File: config.mk
export PLATFORM = sky130hd
export DESIGN_NAME = noise_gate_expander
export DESIGN_NICKNAME = d
export VERILOG_FILES = /design/src/rtl/core/nge_pkg.sv /design/src/rtl/core/nge_mul.sv /design/src/rtl/core/nge_regs.sv /design/src/rtl/core/noise_gate_expander.sv
export SDC_FILE = /design/constraint.sdc
export NUM_CORES = 2
export LEC_CHECK = 0
export BUFFER_PORTS_ARGS = -buffer_cell sky130_fd_sc_hd__buf_2
export CORE_UTILIZATION = 40
export DETAILED_ROUTE_END_ITERATION = 16
export SYNTH_ARGS = -nofsm -noshare
export SYNTH_HDL_FRONTEND = slang
export SYNTH_SLANG_ARGS = --single-unit
File: constraint.sdc
create_clock -name clk -period 20.8 [get_ports clk]
set_input_delay 3.12 -clock clk [delete_from_list [all_inputs] [get_ports clk]]
set_output_delay 3.12 -clock clk [all_outputs]
set_load 0.05 [all_outputs]
File: src/rtl/core/nge_pkg.sv
// Shared types, register codes, constants and constant table functions for the noise gate.
`default_nettype none
package nge_pkg;

	localparam int ADDR_W = 5;
	localparam int MUL_W = 34;
	localparam int DB_LOWEST = -32768;
	localparam int DB_HIGHEST = 32767;

	localparam logic [15:0] THRESHOLD_RST = 16'hD300;
	localparam logic [14:0] RANGE_RST = 15'd10240;
	localparam logic [12:0] RATIO_RST = 13'd1024;
	localparam logic [15:0] ATTACK_RST = 16'd64186;
	localparam logic [15:0] RELEASE_RST = 16'd65524;
	localparam logic [16:0] HOLD_RST = 17'd1440;

	localparam logic [31:0] ENV_RST = 32'd1;
	localparam logic [17:0] GAIN_RST = 18'd1311;
	localparam logic [17:0] UNITY_GAIN = 18'd131072;
	localparam logic [14:0] DB_PER_OCTAVE_Q12 = 15'd24660;
	localparam logic [13:0] OCTAVE_PER_DB_Q16 = 14'd10885;
	localparam logic [12:0] RATIO_ONE = 13'd256;

	typedef struct packed {
		logic [15:0] threshold_db;
		logic [14:0] range_db;
		logic [12:0] ratio;
		logic [15:0] attack_coef;
		logic [15:0] release_coef;
		logic [16:0] hold_samples;
	} cfg_t;

	typedef enum logic [2:0] {
		REG_THRESHOLD,
		REG_RANGE,
		REG_RATIO,
		REG_ATTACK,
		REG_RELEASE,
		REG_HOLD
	} reg_idx_t;

	typedef enum logic [4:0] {
		S_IDLE,
		S_ENV_MUL,
		S_ENV_UPD,
		S_NORM,
		S_DB_MUL,
		S_DB,
		S_GR_MUL,
		S_GR,
		S_E_MUL,
		S_E,
		S_EXP_MUL,
		S_EXP_UPD,
		S_TGT,
		S_G_MUL,
		S_G_UPD,
		S_L_MUL,
		S_L_UPD,
		S_R_MUL,
		S_R_UPD
	} state_t;

	// Fractional part of log2(1 + idx / 2^bits) in Q0.16, by repeated squaring.
	function automatic logic [15:0] log2_frac(input int idx, input int bits);
		logic [63:0] x;
		logic [15:0] f;
		x = 64'((64'd1 << bits) + 64'(idx)) << (30 - bits);
		f = 16'd0;
		for (int i = 0; i < 16; i++) begin
			x = (x * x) >> 30;
			f = f << 1;
			if (x >= (64'd1 << 31)) begin
				f = f | 16'd1;
				x = x >> 1;
			end
		end
		return f;
	endfunction

	function automatic logic [63:0] isqrt64(input logic [63:0] x);
		logic [63:0] r;
		logic [63:0] bit_v;
		logic [63:0] xv;
		r = 64'd0;
		bit_v = 64'h4000_0000_0000_0000;
		xv = x;
		for (int i = 0; i < 32; i++) begin
			if (xv >= r + bit_v) begin
				xv = xv - (r + bit_v);
				r = (r >> 1) + bit_v;
			end else begin
				r = r >> 1;
			end
			bit_v = bit_v >> 2;
		end
		return r;
	endfunction

	// Factor 2^(-2^-k) in Q0.32, built as a chain of square roots of one half.
	function automatic logic [31:0] exp_root(input int k);
		logic [63:0] root;
		root = 64'd1 << 31;
		for (int j = 1; j <= k; j++) begin
			root = isqrt64(root << 32);
		end
		return root[31:0];
	endfunction

endpackage
`default_nettype wire

File: src/rtl/core/nge_mul.sv
// Shared signed multiplier with a registered product.
`default_nettype none
module nge_mul (
	input  wire logic                                 clk,
	input  wire logic signed [nge_pkg::MUL_W-1:0]     a,
	input  wire logic signed [nge_pkg::MUL_W-1:0]     b,
	output logic signed [2*nge_pkg::MUL_W-1:0]        p_q
);
	import nge_pkg::*;

	always_ff @(posedge clk) begin
		p_q <= a * b;
	end

endmodule
`default_nettype wire

File: src/rtl/core/nge_regs.sv
// APB-style configuration register file for the noise gate.
`default_nettype none
module nge_regs (
	input  wire logic                       clk,
	input  wire logic                       arst_n,
	input  wire logic                       psel,
	input  wire logic                       penable,
	input  wire logic                       pwrite,
	input  wire logic [nge_pkg::ADDR_W-1:0] paddr,
	input  wire logic [31:0]                pwdata,
	output logic [31:0]                     prdata,
	output logic                            pready,
	output nge_pkg::cfg_t                   cfg
);
	import nge_pkg::*;

	reg_idx_t idx;
	cfg_t cfg_q;
	logic wr;

	assign idx = reg_idx_t'(paddr[ADDR_W-1:2]);
	assign wr = psel && penable && pwrite;
	assign pready = 1'b1;
	assign cfg = cfg_q;

	always_ff @(posedge clk or negedge arst_n) begin
		if (!arst_n) begin
			cfg_q.threshold_db <= THRESHOLD_RST;
			cfg_q.range_db <= RANGE_RST;
			cfg_q.ratio <= RATIO_RST;
			cfg_q.attack_coef <= ATTACK_RST;
			cfg_q.release_coef <= RELEASE_RST;
			cfg_q.hold_samples <= HOLD_RST;
		end else if (wr) begin
			case (idx)
				REG_THRESHOLD: cfg_q.threshold_db <= pwdata[15:0];
				REG_RANGE: cfg_q.range_db <= pwdata[14:0];
				REG_RATIO: cfg_q.ratio <= pwdata[12:0];
				REG_ATTACK: cfg_q.attack_coef <= pwdata[15:0];
				REG_RELEASE: cfg_q.release_coef <= pwdata[15:0];
				REG_HOLD: cfg_q.hold_samples <= pwdata[16:0];
				default: ;
			endcase
		end
	end

	always_comb begin
		case (idx)
			REG_THRESHOLD: prdata = {16'd0, cfg_q.threshold_db};
			REG_RANGE: prdata = {17'd0, cfg_q.range_db};
			REG_RATIO: prdata = {19'd0, cfg_q.ratio};
			REG_ATTACK: prdata = {16'd0, cfg_q.attack_coef};
			REG_RELEASE: prdata = {16'd0, cfg_q.release_coef};
			REG_HOLD: prdata = {15'd0, cfg_q.hold_samples};
			default: prdata = 32'd0;
		endcase
	end

endmodule
`default_nettype wire

File: src/rtl/core/noise_gate_expander.sv
// Top level of the stereo-linked noise gate and downward expander with hold.
//
//   Channel   Direction  Handshake            Payload
//   input     in         in_valid/in_stall    left_sample, right_sample
//   output    out        out_valid/out_stall  left_out, right_out, gain, gate_open
//   config    in         psel/penable/pready  paddr, pwdata, prdata
//
// A request passes through envelope update, a bit-shifting normalisation of the envelope,
// dB conversion, the gain-reduction and exponent steps when the gate is expanding, gain
// smoothing and the left and right products, all sharing the single multiplier.
// Reset clears the envelope to one LSB, the gain to 0.01 and the hold counter.
// A finished result waits in the output register while the next request is taken in the
// cycle after the load; the sequencer only stalls at its last step if that result is still held.
`default_nettype none
module noise_gate_expander #(
	parameter int SAMPLE_BITS = 24,
	parameter int LOG_TABLE_BITS = 6
) (
	input  wire logic                          clk,
	input  wire logic                          arst_n,
	input  wire logic                          in_valid,
	output logic                               in_stall,
	input  wire logic signed [SAMPLE_BITS-1:0] left_sample,
	input  wire logic signed [SAMPLE_BITS-1:0] right_sample,
	output logic                               out_valid,
	input  wire logic                          out_stall,
	output logic signed [SAMPLE_BITS-1:0]      left_out,
	output logic signed [SAMPLE_BITS-1:0]      right_out,
	output logic [17:0]                        gain,
	output logic                               gate_open,
	input  wire logic                          psel,
	input  wire logic                          penable,
	input  wire logic                          pwrite,
	input  wire logic [nge_pkg::ADDR_W-1:0]    paddr,
	input  wire logic [31:0]                   pwdata,
	output logic [31:0]                        prdata,
	output logic                               pready
);
	import nge_pkg::*;

	localparam int KW = $clog2(LOG_TABLE_BITS);
	localparam int PW = 2 * MUL_W;
	localparam logic signed [PW-1:0] S_HI =
		{{(PW-SAMPLE_BITS+1){1'b0}}, {(SAMPLE_BITS-1){1'b1}}};
	localparam logic signed [PW-1:0] S_LO = ~S_HI;
	localparam logic signed [PW-1:0] DB_LO_W = PW'(DB_LOWEST);
	localparam logic signed [PW-1:0] DB_HI_W = PW'(DB_HIGHEST);

	cfg_t cfg;

	nge_regs u_regs (
		.clk(clk), .arst_n(arst_n), .psel(psel), .penable(penable), .pwrite(pwrite),
		.paddr(paddr), .pwdata(pwdata), .prdata(prdata), .pready(pready), .cfg(cfg)
	);

	// Constant tables, worked out at elaboration.
	logic [15:0] log_tab [2**LOG_TABLE_BITS];
	logic [31:0] root_tab [LOG_TABLE_BITS];

	for (genvar g = 0; g < 2**LOG_TABLE_BITS; g++) begin : g_log
		localparam logic [15:0] LV = log2_frac(g, LOG_TABLE_BITS);
		assign log_tab[g] = LV;
	end
	for (genvar g = 0; g < LOG_TABLE_BITS; g++) begin : g_root
		localparam logic [31:0] RV = exp_root(g + 1);
		assign root_tab[g] = RV;
	end

	logic signed [MUL_W-1:0] mul_a;
	logic signed [MUL_W-1:0] mul_b;
	logic signed [PW-1:0] mul_p;

	nge_mul u_mul (.clk(clk), .a(mul_a), .b(mul_b), .p_q(mul_p));

	state_t st_q, st_n;

	logic signed [SAMPLE_BITS-1:0] l_q, r_q;
	logic [31:0] rect_q, env_q, norm_q;
	logic [4:0] msb_q;
	logic zero_q;
	logic [16:0] hold_q;
	logic open_q;
	logic [15:0] under_q;
	logic [14:0] gr_q;
	logic [4:0] oct_q;
	logic [15:0] frac_q;
	logic [32:0] m_q;
	logic [KW-1:0] k_q;
	logic [17:0] target_q, sg_q;
	logic signed [SAMPLE_BITS-1:0] lres_q;
	logic signed [SAMPLE_BITS-1:0] lo_q, ro_q;
	logic [17:0] gain_q;
	logic gate_q, out_valid_q;

	// Combinational datapath terms.
	logic [SAMPLE_BITS-1:0] ml, mr, mmax;
	logic env_up, g_up;
	logic [15:0] coef_env, coef_g;
	logic [31:0] diff_env, step_env, env_n;
	logic [17:0] diff_g, step_g;
	logic signed [6:0] exp_s;
	logic signed [22:0] l2;
	logic signed [PW-1:0] db_full, ys;
	logic signed [15:0] db_n, thr;
	logic signed [16:0] under_w;
	logic [12:0] rat_m1;
	logic [20:0] gr_w;
	logic [5:0] shift;
	logic [37:0] round_sum;
	logic signed [SAMPLE_BITS-1:0] sat_y;
	logic load_out;

	assign ml = left_sample[SAMPLE_BITS-1] ? (~left_sample + 1'b1) : left_sample;
	assign mr = right_sample[SAMPLE_BITS-1] ? (~right_sample + 1'b1) : right_sample;
	assign mmax = (ml > mr) ? ml : mr;

	assign env_up = rect_q > env_q;
	assign coef_env = env_up ? cfg.attack_coef : cfg.release_coef;
	assign diff_env = env_up ? (rect_q - env_q) : (env_q - rect_q);
	assign step_env = 32'((mul_p[48:0] + 49'd65535) >> 16);
	assign env_n = env_up ? (env_q + step_env) : (env_q - step_env);

	assign g_up = target_q > sg_q;
	assign coef_g = g_up ? cfg.attack_coef : cfg.release_coef;
	assign diff_g = g_up ? (target_q - sg_q) : (sg_q - target_q);
	assign step_g = 18'((mul_p[34:0] + 35'd65535) >> 16);

	// log2 of the normalised envelope: integer part from the leading one, fraction from table.
	assign exp_s = $signed({2'b00, msb_q}) - 7'sd31;
	assign l2 = $signed({exp_s, log_tab[norm_q[30 -: LOG_TABLE_BITS]]});

	assign db_full = mul_p >>> 20;
	always_comb begin
		if (zero_q || db_full < DB_LO_W) begin
			db_n = 16'sh8000;
		end else if (db_full > DB_HI_W) begin
			db_n = 16'sh7FFF;
		end else begin
			db_n = db_full[15:0];
		end
	end
	assign thr = $signed(cfg.threshold_db);
	assign under_w = 17'(thr) - 17'(db_n);
	assign rat_m1 = (cfg.ratio < RATIO_ONE) ? 13'd0 : (cfg.ratio - RATIO_ONE);
	assign gr_w = mul_p[28:8];

	assign shift = 6'd15 + {1'b0, oct_q};
	assign round_sum = {5'd0, m_q} + (38'd1 << (shift - 6'd1));

	// Output rounding, half up, then saturation to the sample width.
	assign ys = (mul_p + PW'(65536)) >>> 17;
	always_comb begin
		if (ys > S_HI) begin
			sat_y = S_HI[SAMPLE_BITS-1:0];
		end else if (ys < S_LO) begin
			sat_y = S_LO[SAMPLE_BITS-1:0];
		end else begin
			sat_y = ys[SAMPLE_BITS-1:0];
		end
	end

	assign load_out = (st_q == S_R_UPD) && !(out_valid_q && out_stall);

	// Next state.
	always_comb begin
		st_n = st_q;
		case (st_q)
			S_IDLE: if (in_valid) st_n = S_ENV_MUL;
			S_ENV_MUL: st_n = S_ENV_UPD;
			S_ENV_UPD: st_n = S_NORM;
			S_NORM: if (norm_q == 32'd0 || norm_q[31]) st_n = S_DB_MUL;
			S_DB_MUL: st_n = S_DB;
			S_DB: begin
				if (db_n >= thr || hold_q != 17'd0) st_n = S_G_MUL;
				else st_n = S_GR_MUL;
			end
			S_GR_MUL: st_n = S_GR;
			S_GR: st_n = S_E_MUL;
			S_E_MUL: st_n = S_E;
			S_E: st_n = S_EXP_MUL;
			S_EXP_MUL: st_n = S_EXP_UPD;
			S_EXP_UPD: begin
				if (k_q == KW'(LOG_TABLE_BITS - 1)) st_n = S_TGT;
				else st_n = S_EXP_MUL;
			end
			S_TGT: st_n = S_G_MUL;
			S_G_MUL: st_n = S_G_UPD;
			S_G_UPD: st_n = S_L_MUL;
			S_L_MUL: st_n = S_L_UPD;
			S_L_UPD: st_n = S_R_MUL;
			S_R_MUL: st_n = S_R_UPD;
			S_R_UPD: if (load_out) st_n = S_IDLE;
			default: st_n = S_IDLE;
		endcase
	end

	// Sequencer outputs: handshake and multiplier operands.
	always_comb begin
		in_stall = (st_q != S_IDLE);
		mul_a = '0;
		mul_b = '0;
		case (st_q)
			S_ENV_MUL: begin
				mul_a = MUL_W'(17'd65536 - {1'b0, coef_env});
				mul_b = MUL_W'(diff_env);
			end
			S_DB_MUL: begin
				mul_a = MUL_W'(l2);
				mul_b = MUL_W'(DB_PER_OCTAVE_Q12);
			end
			S_GR_MUL: begin
				mul_a = MUL_W'(under_q);
				mul_b = MUL_W'(rat_m1);
			end
			S_E_MUL: begin
				mul_a = MUL_W'(gr_q);
				mul_b = MUL_W'(OCTAVE_PER_DB_Q16);
			end
			S_EXP_MUL: begin
				mul_a = MUL_W'(m_q);
				mul_b = MUL_W'(root_tab[k_q]);
			end
			S_G_MUL: begin
				mul_a = MUL_W'(17'd65536 - {1'b0, coef_g});
				mul_b = MUL_W'(diff_g);
			end
			S_L_MUL: begin
				mul_a = MUL_W'(l_q);
				mul_b = MUL_W'(sg_q);
			end
			S_R_MUL, S_R_UPD: begin
				mul_a = MUL_W'(r_q);
				mul_b = MUL_W'(sg_q);
			end
			default: begin
				mul_a = '0;
				mul_b = '0;
			end
		endcase
	end

	always_ff @(posedge clk or negedge arst_n) begin
		if (!arst_n) begin
			st_q <= S_IDLE;
			env_q <= ENV_RST;
			sg_q <= GAIN_RST;
			hold_q <= 17'd0;
			out_valid_q <= 1'b0;
		end else begin
			st_q <= st_n;
			if (st_q == S_ENV_UPD) env_q <= env_n;
			if (st_q == S_G_UPD) sg_q <= g_up ? (sg_q + step_g) : (sg_q - step_g);
			if (st_q == S_DB) begin
				if (db_n >= thr) hold_q <= cfg.hold_samples;
				else if (hold_q != 17'd0) hold_q <= hold_q - 17'd1;
			end
			if (load_out) out_valid_q <= 1'b1;
			else if (!out_stall) out_valid_q <= 1'b0;
		end
	end

	// Payload registers of the datapath.
	always_ff @(posedge clk) begin
		case (st_q)
			S_IDLE: begin
				l_q <= left_sample;
				r_q <= right_sample;
				rect_q <= 32'(mmax) << (32 - SAMPLE_BITS);
			end
			S_ENV_UPD: begin
				norm_q <= env_n;
				msb_q <= 5'd31;
				zero_q <= (env_n == 32'd0);
			end
			S_NORM: begin
				if (norm_q != 32'd0 && !norm_q[31]) begin
					if (norm_q[31:24] == 8'd0) begin
						norm_q <= norm_q << 8;
						msb_q <= msb_q - 5'd8;
					end else begin
						norm_q <= norm_q << 1;
						msb_q <= msb_q - 5'd1;
					end
				end
			end
			S_DB: begin
				open_q <= (db_n >= thr) || (hold_q != 17'd0);
				target_q <= UNITY_GAIN;
				under_q <= under_w[15:0];
			end
			S_GR: gr_q <= (gr_w > 21'(cfg.range_db)) ? cfg.range_db : gr_w[14:0];
			S_E: begin
				oct_q <= gr_w[20:16];
				frac_q <= gr_w[15:0];
				m_q <= 33'h1_0000_0000;
				k_q <= '0;
			end
			S_EXP_UPD: begin
				if (frac_q[15]) m_q <= mul_p[64:32];
				frac_q <= frac_q << 1;
				k_q <= k_q + 1'b1;
			end
			S_TGT: target_q <= 18'(round_sum >> shift);
			S_L_UPD: lres_q <= sat_y;
			S_R_UPD: begin
				if (load_out) begin
					lo_q <= lres_q;
					ro_q <= sat_y;
					gain_q <= sg_q;
					gate_q <= open_q;
				end
			end
			default: ;
		endcase
	end

	assign out_valid = out_valid_q;
	assign left_out = lo_q;
	assign right_out = ro_q;
	assign gain = gain_q;
	assign gate_open = gate_q;

endmodule
`default_nettype wire

* Yosys cells after proc, flatten, opt, wreduce, memory -nomap -nowiden
Memories as Yosys holds them, arrays and structs flattened.
Index checks and enable logic that the tools add are counted.
** Operators by class
- Add/sub/neg operators :: 25
- Multipliers :: 1
- Order comparisons :: 12
- Eq/ne operators :: 30
- Shift-type cells :: 2
- Mux-type cells :: 43
- Bitwise operators :: 4
- Reductions and logical operators :: 35
** Operator list (count)
- $pmux 34 s8 :: 1
- $pmux 32 s7 :: 1
- $mux 32 :: 6
- $mux 24 :: 5
- $pmux 17 s6 :: 1
- $mux 16 :: 6
- $sub 32x32->32 :: 3
- $pmux 5 s19 :: 1
- $add 67x18->68 const B :: 1
- $mul 34x33->67 :: 1
- $pmux 33 s2 :: 1
- $logic_not 32->1 :: 2
- $pmux 32 s2 :: 1
- $sub 18x18->18 :: 3
- $gt 51x24->1 const B :: 1
- $lt 51x24->1 const B :: 1
- $add 24x1->24 const B :: 2
- $add 48x16->48 const B :: 1
- $not 24->24 :: 2
- $gt 47x16->1 const B :: 1
- $lt 47x16->1 const B :: 1
- $eq 5x4->1 const B :: 8
- $add 33x38->38 :: 1
- $shl 1x6->38 const A :: 1
- other kinds (60) :: 100
** Word-level totals
- Flip-flop bits (word level) :: 541
- Bits in read-only memories :: 1280
- Input bits :: 92
- Output and inout bits :: 102
- Logic and storage cells :: 185
- Memories kept :: 2
** Memories
- (name not given) :: depth 64, bits a word 16, read ports 1, clocked after memory_dff 0, wr ports 0, line noise_gate_expander.sv:130 : assign l2 = $signed({exp_s, log_tab[norm_q[30 -: LOG_TABLE_BITS]]});
- (name not given) :: depth 8, bits a word 32, read ports 1, clocked after memory_dff 0, wr ports 0, line noise_gate_expander.sv:221 : mul_b = MUL_W'(root_tab[k_q]);

* Depth between registers and ports, before layout
- Depth in word-level cells :: 7
- Gate-level depth with buffers :: 53
- Depth with buffers taken out :: 50

* Modules after synthesis
From an unflattened synthesis, not the netlist that was laid out.
** Unflattened totals
- Cell total of the unflattened synthesis :: 8807
- Area, all modules :: 81140.3 sq um
** By module, submodules not included
- nge_mul :: times used 1, cells an instance 4630, area each 43237.7 sq um
- noise_gate_expander :: times used 1, cells an instance 3857, area each 33225.6 sq um
- nge_regs :: times used 1, cells an instance 320, area each 4677.0 sq um

* Worst setup path before layout
No wires, ideal clock.
- Path type :: reg2reg
- From :: register sg_q[0]
- To :: register, netlist name u_mul.p_q[66]
- Setup time :: 0.121 ns
- Arrival :: 11.857 ns
- Data required time :: 20.679 ns
- Path slack :: 8.822 ns
- Cell stages (with the launch flop) :: 47
- Path buffers :: 1
- Clock period less this slack :: 11.978 ns
- Path through :: dfstp_2 > ha_1 > inv_1 > fa_1 > a21o_1 > a21oi_1 > o21ai_1 > a221oi_1 > o21a_1 > nor3_1 > nor2_2 > buf_4 > mux2i_1 > ha_1 > nor3b_1 > nand3_1 > nor3_1 > o21bai_1 > [... 11 more ...] > fa_1 > fa_1 > inv_1 > fa_1 > inv_1 > ha_1 > and2_1 > nand4_1 > or3_1 > a211oi_1 > o21ai_1 > o31ai_1 > a311oi_1 > o31ai_1 > nand3_1 > o21ai_1 > a31oi_1 > xnor2_1
** Between the ends
- Word-level cells in the longest chain between the ends :: 5
- Elaborated cells between the ends (all ways) :: 9
- Those cells by class :: add/sub (3); mul (1); order compare (1); mux (4)
** Ends and longest elaborated chain
- start, declared :: line noise_gate_expander.sv:89 : logic [17:0] target_q, sg_q;
- start signal, assigned :: line noise_gate_expander.sv:252 : if (st_q == S_G_UPD) sg_q <= g_up ? (sg_q + step_g) : (sg_q - step_g);
- $gt 18x18->1 :: line noise_gate_expander.sv:123 : assign g_up = target_q > sg_q;
- $mux 16 :: line noise_gate_expander.sv:124 : assign coef_g = g_up ? cfg.attack_coef : cfg.release_coef;
- $sub 17x16->18 :: line noise_gate_expander.sv:224 : mul_a = MUL_W'(17'd65536 - {1'b0, coef_g});
- $pmux 34 s8 :: line noise_gate_expander.sv:202 : case (st_q)
- $mul 34x33->67 * :: line nge_mul.sv:12 : p_q <= a * b;
Mark *: on every way between the ends. The rest lies on a longest branch, timed or not.
A chain may end at the register's enable or synchronous reset.

* Worst setup path after layout
- From :: register sg_q[0]
- To :: register, netlist name u_mul.p_q[66]
** Between the ends
- Word-level cells in the longest chain between the ends :: 5
- Elaborated cells between the ends (all ways) :: 9
- Those cells by class :: add/sub (3); mul (1); order compare (1); mux (4)
** Ends and longest elaborated chain (line)
- $gt 18x18->1 :: noise_gate_expander.sv:123
- $mux 16 :: noise_gate_expander.sv:124
- $sub 17x16->18 :: noise_gate_expander.sv:224
- $pmux 34 s8 :: noise_gate_expander.sv:202
- $mul 34x33->67 * :: nge_mul.sv:12
Marks and branches as above.

==> out/metrics.csv <==
metric,value,unit
status,"finished, final reports clean",
critPathSlowestCell,a211oi_1,
drt_iter0_drc,6136,
synth.yosys.warnings,0,
core-area,190000,µm²
grt.total_usage,28.1,%
hold_buffers,0,
cts-root-buf,clkbuf_16,
pin_count,194,
synth-adder-area-share,37.1,%
yosysSeqAreaShare,19.3,%
synth-xor-area-share,4.27,%
muxShareOfSynthArea,3.04,%
ys_ff_latch,541,
fin_crit_sh,76.3,%
placedCellCount,10993,
fin_skew,0.0697,ns
syn-cell-area,76600,µm²
synth_compound_area_share,11.2,%
dieArea,193000,µm²
maxSlewHeadroom,17.0,%
crit_top_cell,fa_1,
rrSetupSlack,4.94,ns
fillers,18609,
clk_path_buf_depth,3,
grt_max_degree,68,
clk_pin_slew,0.06,ns
synth.top_cell.area_share,30.0,%
final_layout_size_suffix_gt1_share,8.30,%
path_class,reg2reg,
insertion_delay,0.73,ns
area_growth,8.02,%
syn_inst,8548,
hp-class,reg2reg,
cp-start-kind,register,
drv_slew,0,
cts_tree,yes,
crit_arrival,16.41,ns
drc,0,
setup_viol,0,
layoutNonFillerInstCount,11114,
avgRoutedWirePerCell,24.3,µm
finalHoldViolCount,0,
ys_types,105,
fmax,63.0,MHz
worstPathRequired,21.35,ns
crit_path_max_incr_delay,0.93,ns
finalCriticalPeriod,15.86,ns
start_util,40.3,%
synth_async_sr_flop_share,30.7,%
synth_ff_type,edfxtp_1,
cts_sinks,541,
cts_resized,0,
h-tree-depth,2,
vias,62708,
die_h,440,µm
io_buffers,160,
firstDrtPassIters,8,
grt_pass1_vias,62966,
post_cts.repair.setup_buffers,0,
synth-edff-count,308,
finalWeightedCongestion,1.02,
yosys.area.top_type,fa_1,
viasPerCell,5.64,
tightest_slew,1.24,ns
cp-end-kind,register,
overflow,0,
post-dp-hpwl,219,mm
ant_nets,0,
avgSynthCellArea,8.96,µm²
antenna_found_initial,12,
nNetsFinal,10219,
synth_top_family_by_area,adder cells,
cp_max_fo,12,
finalWirelength,270,mm
fin_util,43.5,%
chipWidth,440,µm
cap_violations,0,
grt_pass1_wl,407,mm
synthSimpleGateAreaFrac,15.4,%
setup_tns,0,ns
rsz0062_at_grt,no,
synth.area.top_cells,"fa_1 (30%), edfxtp_1 (12%), inv_1 (7.3%)",
fp-row-count,160,
numCtsBuffers,61,
==> metrics by stage <==
stage | cell area, µm² | setup slack (ns) | hold WS (ns)
2_1_floorplan | 76800 | 8.82 | 0.400
3_3_place_gp | 80500 | 5.45 | 0.402
3_5_place_dp | 80500 | 5.31 | 0.405
4_1_cts | 82700 | 5.18 | 0.413
5_1_grt | 82700 | 4.42 | 0.422
6_report | 82800 | 4.94 | 0.413
==> routing by layer <==
| metal | global-route usage, % | vias up | wire, µm |
|---|---|---|---|
| met4 | 12.1 | 10 | 14000 |
| met1 | 38.2 | 32127 | 113000 |
| met2 | 44.1 | 2606 | 122000 |
| li1 | - | 27446 | - |
| met3 | 4.79 | 519 | 21900 |
| met5 | 0 | - | 58 |
==> worst max-delay path: cells and delay by family, from the launching register on <==
family,cells,cell delay (ns)
XOR/XNOR,2,0.25
AO/OA/AOI/OAI,14,5.77
adder cells (fa/ha/maj),12,5.40
flip-flops,1,0.59
multiplexers,1,0.37
buffers and inverters,5,0.33
AND/OR/NAND/NOR,10,2.97
==> logic make-up after synthesis <==
| kind of cell | count (synthesis) |
|---|---|
| AOI/OAI and AO/OA | 1335 |
| xor gates and xnor gates | 373 |
| adders and majority gates | 1582 |
| buffers and inverters | 1926 |
| DFF | 541 |
| muxes | 209 |
| other | 2 |
| and+or+nand+nor | 2580 |
==> path summary, 6_finish.rpt <==
check	from	endpoint	cells past startpoint
min in group asynchronous	arst_n	u_regs.cfg[20]	1
worst min register to register	lres_q[0]	left_out[0]	0
worst max register to register	sg_q[0]	u_mul.p_q[66]	44
max in group asynchronous	arst_n	sg_q[12]	2
worst min-delay path	lres_q[0]	left_out[0]	0
worst max-delay path	sg_q[0]	u_mul.p_q[66]	44
==> layout make-up <==
| cell class | instances | area, µm² | area share [%] |
|---|---|---|---|
| Multi-Input combinational cell | 6127 | 54900 | 66.3 |
| Sequential cell | 541 | 14800 | 17.9 |
| Inverter | 1487 | 5580 | 6.74 |
| Tap cell | 2511 | 3140 | 3.80 |
| Timing Repair Buffer | 327 | 2060 | 2.49 |
| Clock buffer | 82 | 1760 | 2.13 |
| Clock inverter | 34 | 497 | 0.600 |
| Antenna cell | 5 | 12.5 | 0.0151 |
==> synthesized netlist by cell type (all sizes together), types with 34 or more instances <==
cell type / instances
a21o: 123
a21oi: 324
a22oi: 34
a31oi: 57
and2: 183
and3: 69
buf: 110
clkbuf: 329
dfrtp: 122
dfstp: 44
dfxtp: 67
edfxtp: 308
fa: 1147
ha: 435
inv: 1485
mux2: 121
mux2i: 81
nand2: 1169
nand2b: 64
nand3: 113
nand4: 70
nor2: 562
nor2b: 51
nor3: 120
nor4: 39
o21a: 36
o21ai: 370
o21bai: 37
o31ai: 41
or3: 50
xnor2: 209
xor2: 164
==> registers in the layout, indices dropped and copies added, names as in the netlist, 24 cells and up <==
signal,cells
u_mul.p_q,67
rect_q,24
u_regs.cfg,93
r_q,24
right_out,24
env_q,32
l_q,24
left_out,24
lres_q,24
m_q,33
norm_q,32
==> placed cells by master (no fill, tap or decap), types with 48 or more instances in the layout <==
cell,netlist,routed
or3_1,49,49
dfrtp_1,122,122
nand4_1,69,69
inv_1,1485,1485
edfxtp_1,308,308
buf_2,68,159
nor2b_1,51,51
mux2_2,121,121
mux2i_1,81,81
a21o_1,123,123
o21ai_0,352,349
a31oi_1,57,56
nand2b_1,64,64
clkbuf_16,0,64
ha_1,435,435
xnor2_1,209,209
fa_1,1147,1147
buf_4,25,167
nand3_1,111,111
nor3_1,116,111
xor2_1,163,163
dfxtp_1,67,67
conb_1,2,48
a21oi_1,322,318
nor2_1,559,555
nand2_1,1169,1169
and2_1,180,180
and3_1,67,67
Power is left out: the tool's default activity adds up to more than one toggle a clock period on the data nets, which glitch-free logic cannot reach.
